==> src/rtl/cthd_pkg.sv <==
// Shared types and constants for the cook timer / heater duty controller.
// No dependencies; imported by the interfaces and all modules.
package cthd_pkg;

  localparam int HOURS_W = 3;
  localparam int MS_W    = 6;
  localparam int TEMP_W  = 9;
  localparam int DUTY_W  = 4;
  localparam int HYST_W  = 3;
  localparam int OP_W    = 3;
  localparam int CFG_IDX_W  = 2;
  localparam int CFG_DATA_W = 4;

  localparam int SLOTS_PER_CYCLE_DEF = 10;

  localparam logic [HOURS_W-1:0] MAX_HOURS = 3'd5;
  localparam logic [MS_W-1:0]    MAX_MS    = 6'd59;
  localparam logic [DUTY_W-1:0]  DUTY_MIN  = 4'd5;
  localparam logic [DUTY_W-1:0]  DUTY_MAX  = 4'd10;

  typedef enum logic [OP_W-1:0] {
    OP_LOAD  = 3'd0,
    OP_START = 3'd1,
    OP_STOP  = 3'd2,
    OP_SEC   = 3'd3,
    OP_HEAT  = 3'd4
  } op_t;

  typedef enum logic [CFG_IDX_W-1:0] {
    REG_AUTO_MODE   = 2'd0,
    REG_HYSTERESIS  = 2'd1,
    REG_MANUAL_DUTY = 2'd2
  } cfg_reg_t;

  typedef struct packed {
    logic              auto_mode;
    logic [HYST_W-1:0] hysteresis_degrees;
    logic [DUTY_W-1:0] manual_duty;
  } cfg_t;

endpackage

==> src/rtl/cthd_cmd_if.sv <==
// Command channel: valid/ready handshake plus one command item.
// Depends on cthd_pkg for field widths.
interface cthd_cmd_if;
  import cthd_pkg::*;

  logic               valid;
  logic               ready;
  logic [OP_W-1:0]    op;
  logic [HOURS_W-1:0] load_hours;
  logic [MS_W-1:0]    load_minutes;
  logic [MS_W-1:0]    load_seconds;
  logic [TEMP_W-1:0]  measured_temp;
  logic [TEMP_W-1:0]  setpoint_temp;

  modport source (
    output valid, op, load_hours, load_minutes, load_seconds,
           measured_temp, setpoint_temp,
    input  ready
  );
  modport sink (
    input  valid, op, load_hours, load_minutes, load_seconds,
           measured_temp, setpoint_temp,
    output ready
  );
endinterface

==> src/rtl/cthd_status_if.sv <==
// Status channel: valid/ready handshake plus one status item.
// Depends on cthd_pkg for field widths.
interface cthd_status_if;
  import cthd_pkg::*;

  logic               valid;
  logic               ready;
  logic               heater_on;
  logic               cooking_active;
  logic               buzzer;
  logic [HOURS_W-1:0] hours_left;
  logic [MS_W-1:0]    minutes_left;
  logic [MS_W-1:0]    seconds_left;
  logic [DUTY_W-1:0]  duty_now;

  modport source (
    output valid, heater_on, cooking_active, buzzer, hours_left,
           minutes_left, seconds_left, duty_now,
    input  ready
  );
  modport sink (
    input  valid, heater_on, cooking_active, buzzer, hours_left,
           minutes_left, seconds_left, duty_now,
    output ready
  );
endinterface

==> src/rtl/cthd_heater.sv <==
// Time-proportioned heater: slot counter, auto duty register and the
// per-slot heater decision. Depends on cthd_pkg.
module cthd_heater #(
  parameter int SLOTS_PER_CYCLE = cthd_pkg::SLOTS_PER_CYCLE_DEF
) (
  input  logic                                clk,
  input  logic                                rst,
  input  logic                                tick,
  input  cthd_pkg::cfg_t                      cfg,
  input  logic                                cooking,
  input  logic                                heater_level,
  input  logic [cthd_pkg::TEMP_W-1:0]         measured_temp,
  input  logic [cthd_pkg::TEMP_W-1:0]         setpoint_temp,
  output logic                                heater_tick_level,
  output logic [cthd_pkg::DUTY_W-1:0]         auto_duty_next
);
  import cthd_pkg::*;

  localparam int SLOT_W = $clog2(SLOTS_PER_CYCLE + 1);
  localparam int CMP_W  = (SLOT_W > DUTY_W) ? SLOT_W : DUTY_W;
  localparam logic [SLOT_W-1:0] SLOT_LAST = SLOT_W'(SLOTS_PER_CYCLE);

  logic [SLOT_W-1:0]   slot_index, slot_index_next;
  logic [DUTY_W-1:0]   auto_duty;
  logic [DUTY_W-1:0]   duty_sel;
  logic [DUTY_W-1:0]   duty_clamped;
  logic signed [TEMP_W:0] err;
  logic                over_limit;
  logic                force_off;

  always_comb begin
    err = $signed({1'b0, setpoint_temp}) - $signed({1'b0, measured_temp});
    if (err > $signed({{(TEMP_W-DUTY_W+1){1'b0}}, DUTY_MAX})) begin
      duty_clamped = DUTY_MAX;
    end else if (err < $signed({{(TEMP_W-DUTY_W+1){1'b0}}, DUTY_MIN})) begin
      duty_clamped = DUTY_MIN;
    end else begin
      duty_clamped = err[DUTY_W-1:0];
    end
    over_limit = {1'b0, measured_temp} >
                 ({1'b0, setpoint_temp} + {{(TEMP_W-HYST_W+1){1'b0}}, cfg.hysteresis_degrees});
  end

  always_comb begin
    auto_duty_next    = auto_duty;
    slot_index_next   = slot_index;
    heater_tick_level = heater_level;
    force_off         = 1'b0;
    duty_sel          = cfg.manual_duty;
    if (tick) begin
      if (!cooking) begin
        heater_tick_level = 1'b0;
      end else begin
        if (cfg.auto_mode) begin
          if (over_limit) begin
            force_off = 1'b1;
            duty_sel  = auto_duty;
          end else begin
            auto_duty_next = duty_clamped;
            duty_sel       = duty_clamped;
          end
        end
        // slot zero is idle: heater keeps its level unless forced off
        if (slot_index != '0) begin
          heater_tick_level = CMP_W'(slot_index) <= CMP_W'(duty_sel);
        end
        if (force_off) begin
          heater_tick_level = 1'b0;
        end
        slot_index_next = (slot_index >= SLOT_LAST) ? '0 : slot_index + 1'b1;
      end
    end
  end

  always_ff @(posedge clk) begin
    if (rst) begin
      slot_index <= '0;
      auto_duty  <= '0;
    end else begin
      slot_index <= slot_index_next;
      auto_duty  <= auto_duty_next;
    end
  end

endmodule

==> src/rtl/cook_timer_heater_duty_control.sv <==
// Cook timer with time-proportioned heater duty control.
// The status item is registered: its valid rises in the cycle after an item is accepted.
// Throughput: 1 item per cycle; the status register parts the two sides,
// so a new item is taken whenever the status register is empty or drained.
// Reset (rst, synchronous): timer, flags, slot, duty and config clear to 0.
// Depends on cthd_pkg, cthd_cmd_if, cthd_status_if and cthd_heater.
module cook_timer_heater_duty_control #(
  parameter int SLOTS_PER_CYCLE = cthd_pkg::SLOTS_PER_CYCLE_DEF
) (
  input  logic                              clk,
  input  logic                              rst,
  input  logic                              cfg_we,
  input  logic [cthd_pkg::CFG_IDX_W-1:0]    cfg_index,
  input  logic [cthd_pkg::CFG_DATA_W-1:0]   cfg_data,
  cthd_cmd_if.sink                          cmd,
  cthd_status_if.source                     status
);
  import cthd_pkg::*;

  cfg_t cfg;

  logic [HOURS_W-1:0] hours_count, hours_count_next;
  logic [MS_W-1:0]    minutes_count, minutes_count_next;
  logic [MS_W-1:0]    seconds_count, seconds_count_next;
  logic               cooking_flag, cooking_flag_next;
  logic               buzzer_flag, buzzer_flag_next;
  logic               heater_level, heater_level_next;

  logic               accept;
  logic               heat_tick;
  logic               time_zero;
  logic               heater_tick_level;
  logic [DUTY_W-1:0]  auto_duty_next;
  op_t                op;

  assign cmd.ready = !status.valid || status.ready;
  assign accept    = cmd.valid && cmd.ready;
  assign op        = op_t'(cmd.op);
  assign heat_tick = accept && (op == OP_HEAT);
  assign time_zero = (hours_count == '0) && (minutes_count == '0) &&
                     (seconds_count == '0);

  always_ff @(posedge clk) begin
    if (rst) begin
      cfg <= '0;
    end else if (cfg_we) begin
      unique case (cfg_reg_t'(cfg_index))
        REG_AUTO_MODE:   cfg.auto_mode          <= cfg_data[0];
        REG_HYSTERESIS:  cfg.hysteresis_degrees <= cfg_data[HYST_W-1:0];
        REG_MANUAL_DUTY: cfg.manual_duty        <= cfg_data[DUTY_W-1:0];
        default: ;
      endcase
    end
  end

  cthd_heater #(
    .SLOTS_PER_CYCLE (SLOTS_PER_CYCLE)
  ) u_heater (
    .clk               (clk),
    .rst               (rst),
    .tick              (heat_tick),
    .cfg               (cfg),
    .cooking           (cooking_flag),
    .heater_level      (heater_level),
    .measured_temp     (cmd.measured_temp),
    .setpoint_temp     (cmd.setpoint_temp),
    .heater_tick_level (heater_tick_level),
    .auto_duty_next    (auto_duty_next)
  );

  always_comb begin
    hours_count_next   = hours_count;
    minutes_count_next = minutes_count;
    seconds_count_next = seconds_count;
    cooking_flag_next  = cooking_flag;
    buzzer_flag_next   = buzzer_flag;
    heater_level_next  = heater_level;
    if (accept) begin
      unique case (op)
        OP_LOAD: begin
          hours_count_next   = (cmd.load_hours > MAX_HOURS) ? MAX_HOURS : cmd.load_hours;
          minutes_count_next = (cmd.load_minutes > MAX_MS) ? MAX_MS : cmd.load_minutes;
          seconds_count_next = (cmd.load_seconds > MAX_MS) ? MAX_MS : cmd.load_seconds;
        end
        OP_START: begin
          if (!time_zero) begin
            cooking_flag_next = 1'b1;
            heater_level_next = 1'b1;
            buzzer_flag_next  = 1'b0;
          end
        end
        OP_STOP: begin
          cooking_flag_next = 1'b0;
          heater_level_next = 1'b0;
        end
        OP_SEC: begin
          if (cooking_flag) begin
            if (time_zero) begin
              buzzer_flag_next  = 1'b1;
              cooking_flag_next = 1'b0;
              heater_level_next = 1'b0;
            end else if (seconds_count != '0) begin
              seconds_count_next = seconds_count - 1'b1;
            end else begin
              // borrow from minutes, then hours
              seconds_count_next = MAX_MS;
              if (minutes_count != '0) begin
                minutes_count_next = minutes_count - 1'b1;
              end else begin
                minutes_count_next = MAX_MS;
                hours_count_next   = hours_count - 1'b1;
              end
            end
          end
        end
        OP_HEAT: heater_level_next = heater_tick_level;
        default: ;
      endcase
    end
  end

  always_ff @(posedge clk) begin
    if (rst) begin
      hours_count   <= '0;
      minutes_count <= '0;
      seconds_count <= '0;
      cooking_flag  <= 1'b0;
      buzzer_flag   <= 1'b0;
      heater_level  <= 1'b0;
      status.valid  <= 1'b0;
    end else begin
      hours_count   <= hours_count_next;
      minutes_count <= minutes_count_next;
      seconds_count <= seconds_count_next;
      cooking_flag  <= cooking_flag_next;
      buzzer_flag   <= buzzer_flag_next;
      heater_level  <= heater_level_next;
      if (accept) begin
        status.valid <= 1'b1;
      end else if (status.ready) begin
        status.valid <= 1'b0;
      end
    end
  end

  // status payload, loaded with the post-item state
  always_ff @(posedge clk) begin
    if (accept) begin
      status.heater_on      <= heater_level_next;
      status.cooking_active <= cooking_flag_next;
      status.buzzer         <= buzzer_flag_next;
      status.hours_left     <= hours_count_next;
      status.minutes_left   <= minutes_count_next;
      status.seconds_left   <= seconds_count_next;
      status.duty_now       <= cfg.auto_mode ? auto_duty_next : cfg.manual_duty;
    end
  end

endmodule

==> src/flat_wrapper.sv <==
// flat-port wrapper written by rule: the top's interface ports become plain ports
module cook_timer_heater_duty_control_flat import cthd_pkg::*;
#(
  parameter int SLOTS_PER_CYCLE = cthd_pkg::SLOTS_PER_CYCLE_DEF
)
  (clk, rst, cfg_we, cfg_index, cfg_data, cmd_valid, cmd_op, cmd_load_hours, cmd_load_minutes, cmd_load_seconds, cmd_measured_temp, cmd_setpoint_temp, cmd_ready, status_valid, status_heater_on, status_cooking_active, status_buzzer, status_hours_left, status_minutes_left, status_seconds_left, status_duty_now, status_ready);
  cthd_cmd_if cmd_i ();
  cthd_status_if status_i ();
  input  logic clk;
  input  logic rst;
  input  logic cfg_we;
  input  logic [cthd_pkg::CFG_IDX_W-1:0] cfg_index;
  input  logic [cthd_pkg::CFG_DATA_W-1:0] cfg_data;
  input wire logic [$bits(cmd_i.valid)-1:0] cmd_valid;
  input wire logic [$bits(cmd_i.op)-1:0] cmd_op;
  input wire logic [$bits(cmd_i.load_hours)-1:0] cmd_load_hours;
  input wire logic [$bits(cmd_i.load_minutes)-1:0] cmd_load_minutes;
  input wire logic [$bits(cmd_i.load_seconds)-1:0] cmd_load_seconds;
  input wire logic [$bits(cmd_i.measured_temp)-1:0] cmd_measured_temp;
  input wire logic [$bits(cmd_i.setpoint_temp)-1:0] cmd_setpoint_temp;
  output wire logic [$bits(cmd_i.ready)-1:0] cmd_ready;
  output wire logic [$bits(status_i.valid)-1:0] status_valid;
  output wire logic [$bits(status_i.heater_on)-1:0] status_heater_on;
  output wire logic [$bits(status_i.cooking_active)-1:0] status_cooking_active;
  output wire logic [$bits(status_i.buzzer)-1:0] status_buzzer;
  output wire logic [$bits(status_i.hours_left)-1:0] status_hours_left;
  output wire logic [$bits(status_i.minutes_left)-1:0] status_minutes_left;
  output wire logic [$bits(status_i.seconds_left)-1:0] status_seconds_left;
  output wire logic [$bits(status_i.duty_now)-1:0] status_duty_now;
  input wire logic [$bits(status_i.ready)-1:0] status_ready;
  assign cmd_i.valid = cmd_valid;
  assign cmd_i.op = cmd_op;
  assign cmd_i.load_hours = cmd_load_hours;
  assign cmd_i.load_minutes = cmd_load_minutes;
  assign cmd_i.load_seconds = cmd_load_seconds;
  assign cmd_i.measured_temp = cmd_measured_temp;
  assign cmd_i.setpoint_temp = cmd_setpoint_temp;
  assign cmd_ready = cmd_i.ready;
  assign status_valid = status_i.valid;
  assign status_heater_on = status_i.heater_on;
  assign status_cooking_active = status_i.cooking_active;
  assign status_buzzer = status_i.buzzer;
  assign status_hours_left = status_i.hours_left;
  assign status_minutes_left = status_i.minutes_left;
  assign status_seconds_left = status_i.seconds_left;
  assign status_duty_now = status_i.duty_now;
  assign status_i.ready = status_ready;
  cook_timer_heater_duty_control #(.SLOTS_PER_CYCLE(SLOTS_PER_CYCLE)) u_core (.clk(clk), .rst(rst), .cfg_we(cfg_we), .cfg_index(cfg_index), .cfg_data(cfg_data), .cmd(cmd_i), .status(status_i));
endmodule
==> config.mk <==
export PLATFORM = sky130hd
export DESIGN_NAME = cook_timer_heater_duty_control_flat
export DESIGN_NICKNAME = d
export VERILOG_FILES = /design/src/rtl/cthd_pkg.sv /design/src/rtl/cthd_cmd_if.sv /design/src/rtl/cthd_status_if.sv /design/src/rtl/cthd_heater.sv /design/src/rtl/cook_timer_heater_duty_control.sv /design/src/flat_wrapper.sv
export SDC_FILE = /design/constraint.sdc
export NUM_CORES = 1
export LEC_CHECK = 0
export ABC_AREA = 1
export BUFFER_PORTS_ARGS = -buffer_cell sky130_fd_sc_hd__buf_2
export CAP_MARGIN = 20
export CORE_UTILIZATION = 40
export DETAILED_ROUTE_END_ITERATION = 8
export GPL_TIMING_DRIVEN = 0
export PLACE_DENSITY = 0.58
export SETUP_SLACK_MARGIN = 0.02
export SKIP_LAST_GASP = 1
export SYNTH_ARGS = -nofsm -noshare
export SYNTH_HDL_FRONTEND = slang
export SYNTH_SLANG_ARGS = --single-unit
==> constraint.sdc <==
create_clock -name clk -period 5.3 [get_ports clk]
set_clock_uncertainty 0.1 [all_clocks]
set_input_delay 0.265 -clock clk [delete_from_list [all_inputs] [get_ports clk]]
set_output_delay 0.265 -clock clk [all_outputs]
set_load 0.05 [all_outputs]
==> flow_metrics.py <==
metrics = {
    "status": {
        "status": "completed",
    },
    "route": {
        "routed_via_density": 4.92,
        "drtPass1Iterations": 5,
        "dr.first_iter.drc_count": 136,
        "wl_met2_um": 4380,
        "postRouteAntennaNets": 0,
        "wl_um": 9820,
        "met3_length_um": 417,
        "met1_length_um": 4930,
        "vias": 3957,
        "drc": 0,
        "top_layer": "met4",
        "avgRoutedWirePerCell_um": 12.2,
    },
    "yosys": {
        "yosysWarnings": 0,
        "ys.flop_type": "dfxtp_1",
        "synth_nets": 668,
        "syn_area_um2": 4090,
        "ys_ff_latch": 57,
        "synth_edf_count": 22,
        "synth_cells": 586,
        "avgSynthCellArea_um2": 6.98,
        "synth-seq-area-share_pct": 33.3,
        "ys_types": 39,
        "async_reset_ff_share_pct": 0,
    },
    "sta": {
        "hold_ws_ns": 0.0564,
        "rsz0062_at_grt": "no",
        "final_max_slew_viol_count": 0,
        "hold_viol_final": 0,
        "setup_viol": 0,
        "finalCritPeriodShare_pct": 84.5,
        "fin_crit_ns": 4.48,
        "fmax_mhz": 223,
        "max_slew_margin_pct": 49.6,
        "setup_tns_ns": 0,
        "tightestPinTransition_ns": 0.756,
    },
    "floorplanning": {
        "boundaryPins": 71,
        "core_um2": 9860,
        "die_h_um": 103,
        "placementRows": 36,
        "dieArea_um2": 10600,
        "start_util_pct": 41.5,
        "die_w_um": 103,
    },
    "worst_setup_path": {
        "cp_num_buf_inv": 4,
        "cp_common_cell": "nand2_1",
        "rr_worst_depth": 29,
        "cp_max_fo": 5,
        "worstPathRequired_ns": 5.29,
        "crit_path_end_kind": "flip-flop",
        "critPathKind": "reg -> reg",
        "r2r-start": "u_core.cfg[4]",
        "crit_arrival_ns": 4.47,
        "start_kind": "flip-flop",
        "rr_endpoint": "u_core.status.heater_on",
        "cp_top_family": "simple AND/OR/NAND/NOR gates",
        "ff2ff_setup_slack_ns": 0.82,
        "max_stage_delay_ns": 0.41,
        "slowest_stage": "fa_1",
    },
    "cells_and_area": {
        "multi_input_area_um2": 2330,
        "drive_gt1_share_pct": 18.3,
        "fin_area_um2": 4790,
        "layout_commonest_cell": "nand2_1",
        "layout_common_cells": "149 x nand2_1, 90 x inv_1, 72 x buf_2",
        "nNetsFinal": 748,
        "synthToLayoutAreaGrowth_pct": 17.1,
        "final_util_pct": 48.6,
        "n_antenna_cell": 0,
        "seqCellArea_um2": 1360,
        "fillers": 1004,
    },
    "grt": {
        "grt_pass1_wl_um": 16500,
        "gr-usage-all-layers_pct": 19.9,
        "grt_pass1_vias": 3677,
        "gr-total-overflow": 0,
        "antenna_found_initial": 0,
        "grt_max_degree": 32,
    },
    "clock_network": {
        "cts_hold_buffers": 0,
        "root_buffer": "clkbuf_8",
        "cts_setup_buffers": 0,
        "post_cts_resized": 0,
        "clkSinkCount": 57,
        "cts_buffers": 9,
        "clk_pin_slew_ns": 0.07,
        "clk_latency_ns": 0.34,
        "cts_tree": "done",
        "htree_levels": 3,
        "clockBufferDepth": 2,
    },
    "min_path": {
        "min_path_cells": 3,
        "hold_path.class": "in -> reg",
        "hold_start": "cfg_data[3]",
        "hold_path_end": "u_core.cfg[3]",
    },
    "job": {
        "maxCapViolations": 0,
    },
    "pwr": {
        "totalPowerFinal_mw": 1.15,
        "p_leak_nw": 2.40,
        "power.density_nw_per_um2": 240,
        "ir_drop_mv": 0.121,
    },
    "place": {
        "gp_routability_congestion": 0.894,
        "port_buffers": 69,
        "postPlaceCellArea_um2": 4600,
        "dp_hpwl_um": 7640,
    },
}
-- final cells by class --
| type | count | area share [%] |
|---|---|---|
| Buffer | 8 | 0.705 |
| Inverter | 97 | 7.60 |
| Multi-Input combinational cell | 424 | 48.7 |
| Sequential cell | 57 | 28.4 |
| Clock buffer | 10 | 2.66 |
| Tap cell | 133 | 3.47 |
| Clock inverter | 6 | 1.20 |
| Timing Repair Buffer | 69 | 7.21 |
-- routing by layer --
layer / vias to the layer above / GRT usage [%]
met5: - / 0
met4: 0 / 4.23
met3: 9 / 3.86
met2: 69 / 33.1
met1: 1803 / 26.8
li1: 2076 / -
-- cells in the mapped netlist, types with 2 or more instances --
cell | number | area [um2]
nand2_2 | 9 | 56.3
nor2_4 | 3 | 33.8
inv_2 | 5 | 18.8
edfxtp_1 | 22 | 661
a32o_1 | 2 | 20.0
nand3_1 | 34 | 170
o21ai_1 | 3 | 15.0
nor2_2 | 7 | 43.8
nand2_1 | 149 | 559
a31oi_1 | 2 | 12.5
a21oi_1 | 46 | 230
fa_1 | 2 | 40.0
xor2_1 | 9 | 78.8
dfxtp_1 | 35 | 701
nor2_1 | 45 | 169
clkbuf_1 | 5 | 18.8
or2_2 | 4 | 25.0
nand4_1 | 8 | 50.1
ha_1 | 33 | 413
buf_2 | 2 | 10.0
o311ai_0 | 3 | 26.3
nand3_2 | 6 | 60.1
o21ai_0 | 38 | 190
nor3_1 | 8 | 40.0
clkinv_1 | 2 | 7.51
inv_1 | 90 | 338
o22ai_1 | 2 | 12.5
-- logic make-up after synthesis --
logic type                 after synthesis  synth area share, %
and+or+nand+nor                        276                 30.1
buffers and inverters                  105                 9.69
AOI/OAI and AO/OA                      103                 13.8
DFF                                     57                 33.3
adders and majority gates               35                 11.1
xor gates and xnor gates                10                 2.14
-- worst register-to-register path, delay by kind of cell, from the launching register on --
kind | cells | cell delay (ns)
adders and majority gates | 4 | 1.18
buffers and inverters | 4 | 0.31
and+or+nand+nor | 15 | 1.48
xor gates and xnor gates | 1 | 0.16
DFF | 1 | 0.33
AOI/OAI and AO/OA | 5 | 0.65
-- where the power goes --
part	leakage [nW]	total, mW	internal (mW)	switching, mW
registers	0.507	0.480	0.474	0.00677
clock network	0.0979	0.395	0.215	0.181
logic	1.79	0.272	0.0865	0.186
-- worst max path at each step --
stage	end	from	slack [ns]	depth (start not counted)
after floorplan	u_core.status.heater_on	u_core.cfg[4]	1.48	29
after global placement	u_core.status.heater_on	cmd_setpoint_temp[0]	0.82	30
after detailed placement	u_core.status.heater_on	cmd_setpoint_temp[0]	0.77	30
after CTS	u_core.status.heater_on	u_core.cfg[4]	0.77	29
after global routing	u_core.status.heater_on	u_core.cfg[4]	0.44	29
final	u_core.status.heater_on	u_core.cfg[4]	0.82	29
-- metrics by stage --
step | instances | setup slack (ns)
floorplan | 586 | 1.48
global placement | 788 | 0.823
detailed placement | 788 | 0.770
CTS | 804 | 0.772
global route | 804 | 0.444
finish | 804 | 0.823
-- sequential cells by signal (all words and copies together) (netlist names) --
register / count
u_core.heater_level: 1
u_core.buzzer_flag: 1
u_core.cooking_flag: 1
u_core.status.duty_now: 4
u_core.minutes_count: 6
u_core.u_heater.auto_duty: 4
u_core.cfg: 8
u_core.status.minutes_left: 6
u_core.status.cooking_active: 1
u_core.hours_count: 3
u_core.status.seconds_left: 6
u_core.status.buzzer: 1
u_core.u_heater.slot_index: 4
u_core.status.valid: 1
u_core.seconds_count: 6
u_core.status.heater_on: 1
u_core.status.hours_left: 3
(Power assumes the default switching activity.)
